<file path="config.mk">
export PLATFORM = sky130hd
export DESIGN_NAME = imu_frame_decode_yaw_unwrap
export DESIGN_NICKNAME = d
export VERILOG_FILES = /design/src/hw/rtl/ifdyu_pkg.sv /design/src/hw/rtl/imu_frame_decode_yaw_unwrap.sv
export SDC_FILE = /design/constraint.sdc
export NUM_CORES = 1
export LEC_CHECK = 0
export BUFFER_PORTS_ARGS = -buffer_cell sky130_fd_sc_hd__buf_2
export CORE_MARGIN = 10
export CORE_UTILIZATION = 50
export DETAILED_ROUTE_END_ITERATION = 12
export PLACE_DENSITY = 0.67
export SLEW_MARGIN = 20
export SYNTH_ARGS = -nofsm -noshare
export SYNTH_HDL_FRONTEND = slang
export SYNTH_SLANG_ARGS = --single-unit
</file>
<file path="constraint.sdc">
create_clock -name clk -period 25.7 [get_ports clk]
set_clock_uncertainty 0.15 [all_clocks]
set_input_delay 1.285 -clock clk [delete_from_list [all_inputs] [get_ports clk]]
set_output_delay 1.285 -clock clk [all_outputs]
set_load 0.02 [all_outputs]
</file>
<file path="src/hw/rtl/ifdyu_pkg.sv">
package ifdyu_pkg;

	// packet layout
	localparam int unsigned PACKET_LEN = 11;
	localparam int unsigned OFF_W      = 4;

	localparam logic [OFF_W-1:0] OFF_HEADER = 4'd0;
	localparam logic [OFF_W-1:0] OFF_TYPE   = 4'd1;
	localparam logic [OFF_W-1:0] OFF_X_LO   = 4'd2;
	localparam logic [OFF_W-1:0] OFF_X_HI   = 4'd3;
	localparam logic [OFF_W-1:0] OFF_Y_LO   = 4'd4;
	localparam logic [OFF_W-1:0] OFF_Y_HI   = 4'd5;
	localparam logic [OFF_W-1:0] OFF_Z_LO   = 4'd6;
	localparam logic [OFF_W-1:0] OFF_Z_HI   = 4'd7;
	localparam logic [OFF_W-1:0] OFF_LAST   = 4'(PACKET_LEN - 1);

	// field widths
	localparam int unsigned AXIS_W  = 27;
	localparam int unsigned YAW_W   = 40;
	localparam int unsigned TDATA_W = 96;

	// scale factors, Q15 result from a raw 16-bit reading
	localparam logic signed [YAW_W-1:0] RATE_SCALE  = 40'sd2000;
	localparam logic signed [YAW_W-1:0] ANGLE_SCALE = 40'sd180;
	// one turn is 360 * 2^15 = 45 * 2^18
	localparam logic signed [YAW_W-1:0] TURN_MULT   = 40'sd45;
	localparam int unsigned             TURN_SHIFT  = 18;
	// raw jump threshold: diff*180 > 300*2^15  <=>  diff > 54613
	localparam logic signed [16:0]      JUMP_RAW    = 17'sd54613;

	// configuration register indexes
	typedef enum logic [1:0] {
		REG_HEADER     = 2'd0,
		REG_RATE_TYPE  = 2'd1,
		REG_ANGLE_TYPE = 2'd2
	} cfg_reg_t;

	localparam logic [7:0] HEADER_RESET     = 8'd85;
	localparam logic [7:0] RATE_TYPE_RESET  = 8'd82;
	localparam logic [7:0] ANGLE_TYPE_RESET = 8'd83;

	// result kind codes
	localparam logic KIND_RATE  = 1'b0;
	localparam logic KIND_ANGLE = 1'b1;

endpackage

</file>
<file path="src/hw/rtl/imu_frame_decode_yaw_unwrap.sv">
// IMU serial frame decoder with yaw unwrapping.
// Slave stream: one received byte per transfer, s_tdata[7:0] = data_byte,
// s_tuser[0] = action (1 clears the yaw turn counter), s_tuser[1] = frame_start.
// Master stream: one transfer per rate or angle packet, raised by the packet's
// eighth data byte; m_tuser = result kind (0 rate, 1 angle), m_tdata holds the
// three Q15 axes (pitch, roll, yaw).
// Configuration: cfg_we writes cfg_data into register cfg_index (0 header byte,
// 1 rate type byte, 2 angle type byte); write only while the block is idle.
// The input register takes the byte, then decode, unwrap and scaling fill the
// result register that drives m_tvalid. Throughput is one byte per cycle while
// no result waits on m_tready, set by the single pass from input register to
// result register; the yaw unwrap and turn offset add are the longest path.
// Reset clears the frame state (waiting for a frame start), the turn counter,
// the previous yaw and both valid flags, and restores register defaults.
// When the receiver stalls, the result register holds its item and the input
// register still takes one more byte if empty, then s_tready drops until m_tready.
module imu_frame_decode_yaw_unwrap
	import ifdyu_pkg::*;
#(
	parameter int unsigned PACKETS_PER_FRAME = 3,
	parameter int unsigned TURN_COUNT_BITS   = 16
) (
	input  logic               clk,
	input  logic               arst_n,

	input  logic               s_tvalid,
	output logic               s_tready,
	input  logic [7:0]         s_tdata,   // [7:0] data_byte
	input  logic [1:0]         s_tuser,   // [0] action, [1] frame_start

	output logic               m_tvalid,
	input  logic               m_tready,
	output logic [TDATA_W-1:0] m_tdata,   // [26:0] first_axis, [53:27] second_axis,
	                                      // [93:54] third_axis, [95:94] zero
	output logic [0:0]         m_tuser,   // [0] result_kind

	input  logic               cfg_we,
	input  logic [1:0]         cfg_index,
	input  logic [7:0]         cfg_data
);

	localparam int unsigned PKT_W = $clog2(PACKETS_PER_FRAME + 1);
	localparam logic [PKT_W-1:0] PKT_END = PKT_W'(PACKETS_PER_FRAME);
	localparam int unsigned TCB = TURN_COUNT_BITS;
	localparam logic signed [TCB-1:0] TURN_MAX = {1'b0, {(TCB-1){1'b1}}};
	localparam logic signed [TCB-1:0] TURN_MIN = {1'b1, {(TCB-2){1'b0}}, 1'b1};
	// raw 16-bit reading times a scale of at most 2000 fits in 28 signed bits
	localparam int unsigned PROD_W  = 28;
	localparam int unsigned SCALE_W = 12;
	localparam int unsigned TM_W    = TCB + 6;

	// configuration registers
	logic [7:0] header_q, rate_type_q, angle_type_q;

	always_ff @(posedge clk or negedge arst_n) begin
		if (!arst_n) begin
			header_q     <= HEADER_RESET;
			rate_type_q  <= RATE_TYPE_RESET;
			angle_type_q <= ANGLE_TYPE_RESET;
		end else if (cfg_we) begin
			unique case (cfg_index)
				REG_HEADER:     header_q     <= cfg_data;
				REG_RATE_TYPE:  rate_type_q  <= cfg_data;
				REG_ANGLE_TYPE: angle_type_q <= cfg_data;
				default: ;
			endcase
		end
	end

	// input register
	logic       valid_s1;
	logic       action_s1, start_s1;
	logic [7:0] byte_s1;
	logic       advance;
	logic       out_valid_q;

	assign advance  = !out_valid_q || m_tready;
	assign s_tready = !valid_s1 || advance;

	always_ff @(posedge clk or negedge arst_n) begin
		if (!arst_n) begin
			valid_s1 <= 1'b0;
		end else if (s_tready) begin
			valid_s1 <= s_tvalid;
		end
	end

	always_ff @(posedge clk) begin
		if (s_tvalid && s_tready) begin
			action_s1 <= s_tuser[0];
			start_s1  <= s_tuser[1];
			byte_s1   <= s_tdata;
		end
	end

	// frame state
	logic [OFF_W-1:0]     offset_q;
	logic [PKT_W-1:0]     packet_q;
	logic                 dropped_q;
	logic [7:0]           type_q;
	logic [7:0]           low_q;
	logic [15:0]          word0_q, word1_q;
	logic signed [TCB-1:0] turn_q;
	logic signed [15:0]   prev_yaw_q;

	logic [OFF_W-1:0]     offset_cur;
	logic [PKT_W-1:0]     packet_cur;
	logic                 dropped_cur;
	logic                 live;
	logic                 is_rate, is_angle, emit;
	logic signed [15:0]   r0, r1, r2;
	logic signed [16:0]   jump;
	logic signed [TCB-1:0] turn_next;
	logic signed [TM_W-1:0] turn_mul;
	logic signed [YAW_W-1:0] turn_term;
	logic signed [SCALE_W-1:0] scale;
	logic signed [PROD_W-1:0] prod0, prod1, prod2;
	logic                 take;

	assign take        = valid_s1 && advance;
	assign offset_cur  = start_s1 ? '0 : offset_q;
	assign packet_cur  = start_s1 ? '0 : packet_q;
	assign dropped_cur = start_s1 ? 1'b0 : dropped_q;
	assign live        = !action_s1 && !dropped_cur && (packet_cur != PKT_END);

	assign r0 = signed'(word0_q);
	assign r1 = signed'(word1_q);
	assign r2 = signed'({byte_s1, low_q});

	assign is_rate  = (type_q == rate_type_q);
	assign is_angle = !is_rate && (type_q == angle_type_q);
	assign emit     = live && (offset_cur == OFF_Z_HI) && (is_rate || is_angle);

	// yaw unwrap on raw values, saturating turn counter
	assign jump = 17'(r2) - 17'(prev_yaw_q);

	always_comb begin
		turn_next = turn_q;
		if (jump > JUMP_RAW && turn_q > TURN_MIN)
			turn_next = turn_q - 1'b1;
		if (jump < -JUMP_RAW && turn_q < TURN_MAX)
			turn_next = turn_q + 1'b1;
	end

	assign turn_mul  = TM_W'(turn_next) * TM_W'(TURN_MULT);
	assign turn_term = YAW_W'(turn_mul) <<< TURN_SHIFT;

	assign scale = is_rate ? SCALE_W'(RATE_SCALE) : SCALE_W'(ANGLE_SCALE);
	assign prod0 = PROD_W'(r0) * PROD_W'(scale);
	assign prod1 = PROD_W'(r1) * PROD_W'(scale);
	assign prod2 = PROD_W'(r2) * PROD_W'(scale);

	always_ff @(posedge clk or negedge arst_n) begin
		if (!arst_n) begin
			offset_q   <= '0;
			packet_q   <= '0;
			dropped_q  <= 1'b1;
			turn_q     <= '0;
			prev_yaw_q <= '0;
		end else if (take) begin
			if (action_s1) begin
				turn_q <= '0;
			end else begin
				offset_q  <= offset_cur;
				packet_q  <= packet_cur;
				dropped_q <= dropped_cur;
				if (live) begin
					if (offset_cur == OFF_LAST) begin
						offset_q <= '0;
						packet_q <= packet_cur + 1'b1;
					end else begin
						offset_q <= offset_cur + 1'b1;
					end
					if (offset_cur == OFF_HEADER && byte_s1 != header_q)
						dropped_q <= 1'b1;
					if (emit && is_angle) begin
						turn_q     <= turn_next;
						prev_yaw_q <= r2;
					end
				end
			end
		end
	end

	// packet payload holding registers
	always_ff @(posedge clk) begin
		if (take && live) begin
			case (offset_cur) inside
				OFF_TYPE: type_q <= byte_s1;
				OFF_X_LO, OFF_Y_LO, OFF_Z_LO: low_q <= byte_s1;
				OFF_X_HI: word0_q <= {byte_s1, low_q};
				OFF_Y_HI: word1_q <= {byte_s1, low_q};
				default: ;
			endcase
		end
	end

	// result register
	logic                    kind_q;
	logic signed [AXIS_W-1:0] first_q, second_q;
	logic signed [YAW_W-1:0]  third_q;

	always_ff @(posedge clk or negedge arst_n) begin
		if (!arst_n) begin
			out_valid_q <= 1'b0;
		end else if (advance) begin
			out_valid_q <= take && emit;
		end
	end

	always_ff @(posedge clk) begin
		if (take && emit) begin
			kind_q   <= is_rate ? KIND_RATE : KIND_ANGLE;
			first_q  <= prod0[AXIS_W-1:0];
			second_q <= prod1[AXIS_W-1:0];
			third_q  <= is_rate ? YAW_W'(prod2) : YAW_W'(prod2) + turn_term;
		end
	end

	assign m_tvalid = out_valid_q;
	assign m_tuser  = kind_q;
	assign m_tdata  = {2'b00, third_q, second_q, first_q};

endmodule
</file>
==> flow_summary.toml <==
[power]
finalPower_w = 0.00172
irDropWorstVdd_mv = 0.0474
p_per_area_nw_per_um2 = 62.8
leakage_nw = 13.6

[global_routing]
grt_pass1_vias = 17600
overflow = 0
grtUsageTotal_pct = 17.7
grt_pass1_wl_mm = 87.6
antenna_found_initial = 1
grt_max_degree = 74

[worst_setup_path]
arrival_ps = 10340
slowest_delay_ps = 660
worstPathMaxFanout = 73
worst-setup-path-type = "reg -> reg"
critPathLaunchType = "flip-flop"
r2r_slack_ps = 15630
critical_path.startpoint = "rate_type_q[1]"
endpoint_kind = "flip-flop"
reg2reg_from = "rate_type_q[1]"
cp.required_ps = 25970
crit_path_top_delay_cell = "buf_4"

[place]
post-dp-hpwl_mm = 42.7
placedInstanceArea_um2 = 26500
dp_cells = 3116
place_ws_ps = 15690
port_buffers = 115
gp_congestion = 0.851

[sta]
rsz0062_at_grt = "false"
finalCritPeriodShare_pct = 39.2
hold_violations = 0
finalSetupTns_ps = 0
fmax_mhz = 99.3
finalMaxSlewViolations = 0
slew_headroom_pct = 33.1
layout_setup_ws_ps = 15630
finalSetupViolCount = 0
tightest_slew_ps = 994
fin_crit_ps = 10070

[cells_and_area]
layout_common_cells = "452 x inv_1, 353 x ha_1, 322 x fa_1"
final_common_cell = "inv_1"
nFillCells = 4373
nets = 3172
synthToLayoutAreaGrowth_pct = 8.92
diodes = 0
finalInstanceArea_um2 = 27400
drive_above_1_share_pct = 10.4
final_cells = 3164

[synth]
yosysSeqAreaShare_pct = 24.1
synth.distinct_cells = 83
synth_cells = 2353
syn_area_per_cell_um2 = 10.7
synth_area_um2 = 25200
synth_ff_type = "edfxtp_1"
synth_warnings = 0
async_reset_ff_share_pct = 30.7
synth_edf_count = 147
ys_ff_latch = 212

[flow_run]
maxCapViolations = 0

[clock_network]
clkLatencyLatePin_ps = 580
path_clk_slew_ps = 60
cts_tree = "yes"
cts-root-buf = "clkbuf_16"
cts_setup_buffers = 0
numCtsBuffers = 26
cts.htree.levels = 1
cts_resized = 0
cts_hold_buf = 0
cts.sinks = 212
cts_buffer_depth = 3

[die]
row_count = 82
ios = 124
fp.coreArea_um2 = 50000
initial_core_util_pct = 50.4
die_x_um = 244
dieArea_um2 = 59700
die_h_um = 244

[run_status]
status = "finished clean"

[routing]
drtIter0Drc = 765
drt_wl_total_mm = 51.9
dr.pass1.iters = 5
wl_met1_mm = 23.6
wl_per_cell_um = 16.4
route.detailed.drc = 0
drt.antenna.violating_nets = 0
dr_wl_met2_mm = 24.4
wl_met3_mm = 2.43
dr_total_vias = 16600
highest_layer = "met4"
viasPerCell = 5.24

[worst_hold_path]
hp-class = "reg -> reg"
hp-start = "dropped_q"
-- registers in the layout (all words and copies together), names as in the netlist, 16 cells and up --
register,cells
third_q,38
first_q,25
prev_yaw_q,16
r1,16
r0,16
turn_q,16
second_q,25
-- worst max-delay path: cells and delay by family, from the launching register on --
kind                       cells  cell delay, ps
AOI/OAI and AO/OA             18            3960
adders and majority gates      7            2760
buffers and inverters          7            1340
and+or+nand+nor                8             860
DFF                            1             540
xor gates and xnor gates       2             280
-- where the power goes --
part,total [W],internal (W),switching [W]
combinational,0.000909,0.000396,0.000513
sequential,0.000448,0.000431,0.0000168
clock,0.000364,0.000208,0.000155
-- Yosys cell counts (9+ instances only) --
cell type | n | area share, %
a31oi_1 | 17 | 0.42
fa_1 | 322 | 26
nand2_1 | 92 | 1.4
o21ai_0 | 76 | 1.5
nand3_1 | 21 | 0.42
xor2_1 | 76 | 2.6
inv_1 | 452 | 6.7
nand2b_1 | 15 | 0.37
xnor2_1 | 94 | 3.3
mux2_2 | 30 | 1.3
edfxtp_1 | 147 | 18
dfstp_2 | 12 | 1.3
and3_1 | 17 | 0.42
and2_1 | 43 | 1.1
nand3b_1 | 10 | 0.30
a21oi_1 | 79 | 1.6
dfrtp_1 | 53 | 5.3
nor4_1 | 9 | 0.22
or2_2 | 10 | 0.25
o21a_1 | 11 | 0.33
a22o_1 | 13 | 0.45
ha_1 | 353 | 18
o211ai_1 | 13 | 0.39
nor2b_1 | 57 | 1.4
o21bai_1 | 19 | 0.57
nor2_1 | 88 | 1.3
a21o_1 | 33 | 0.98
nor3_1 | 47 | 0.93
clkbuf_1 | 30 | 0.45
-- metal layers --
metal  global-route usage (%)  up-vias
met2                     29.6      326
li1                         -     8005
met5                        0        -
met1                     23.7     8157
met3                     2.29       81
met4                     5.41        0
-- final cells by class --
cell class                 count  area [µm²]  area share (%)
clock buffer                  33         708            2.58
clock inverter                15         146           0.534
inverter                     452        1700            6.19
multi-input combinational   1651       17300            63.0
sequential                   212        6060            22.1
tap                          672         841            3.07
timing repair buffer         129         693            2.53
-- through the flow --
step	utilization, %	hold slack, ps
final	54.9	330
after global routing	54.9	365
after CTS	54.8	331
after detailed placement	53.1	318
after global placement	53.1	315
after floorplan	-	301
-- path summary, 6_finish.rpt --
| kind | endpoint | cells after the start |
|---|---|---|
| max | third_q[39] | 42 |
| min | dropped_q | 2 |
| max reg2reg | third_q[39] | 42 |
| min reg2reg | dropped_q | 2 |
| max in group asynchronous | angle_type_q[2] | 2 |
| min in group asynchronous | turn_q[11] | 2 |
-- cells by family (layout without fill, tap and decap cells) --
logic type | Yosys count | in the layout | synth area share (%)
AO/OA/AOI/OAI | 327 | 327 | 8.72
XOR/XNOR | 171 | 171 | 5.98
adder cells (fa/ha/maj) | 675 | 675 | 43.2
buffers and inverters | 497 | 629 | 7.58
flip-flops | 212 | 212 | 24.1
multiplexers | 33 | 33 | 1.46
other | 1 | 8 | 0.0149
AND/OR/NAND/NOR | 437 | 437 | 9.01
Power figures use the tool's default switching activity.
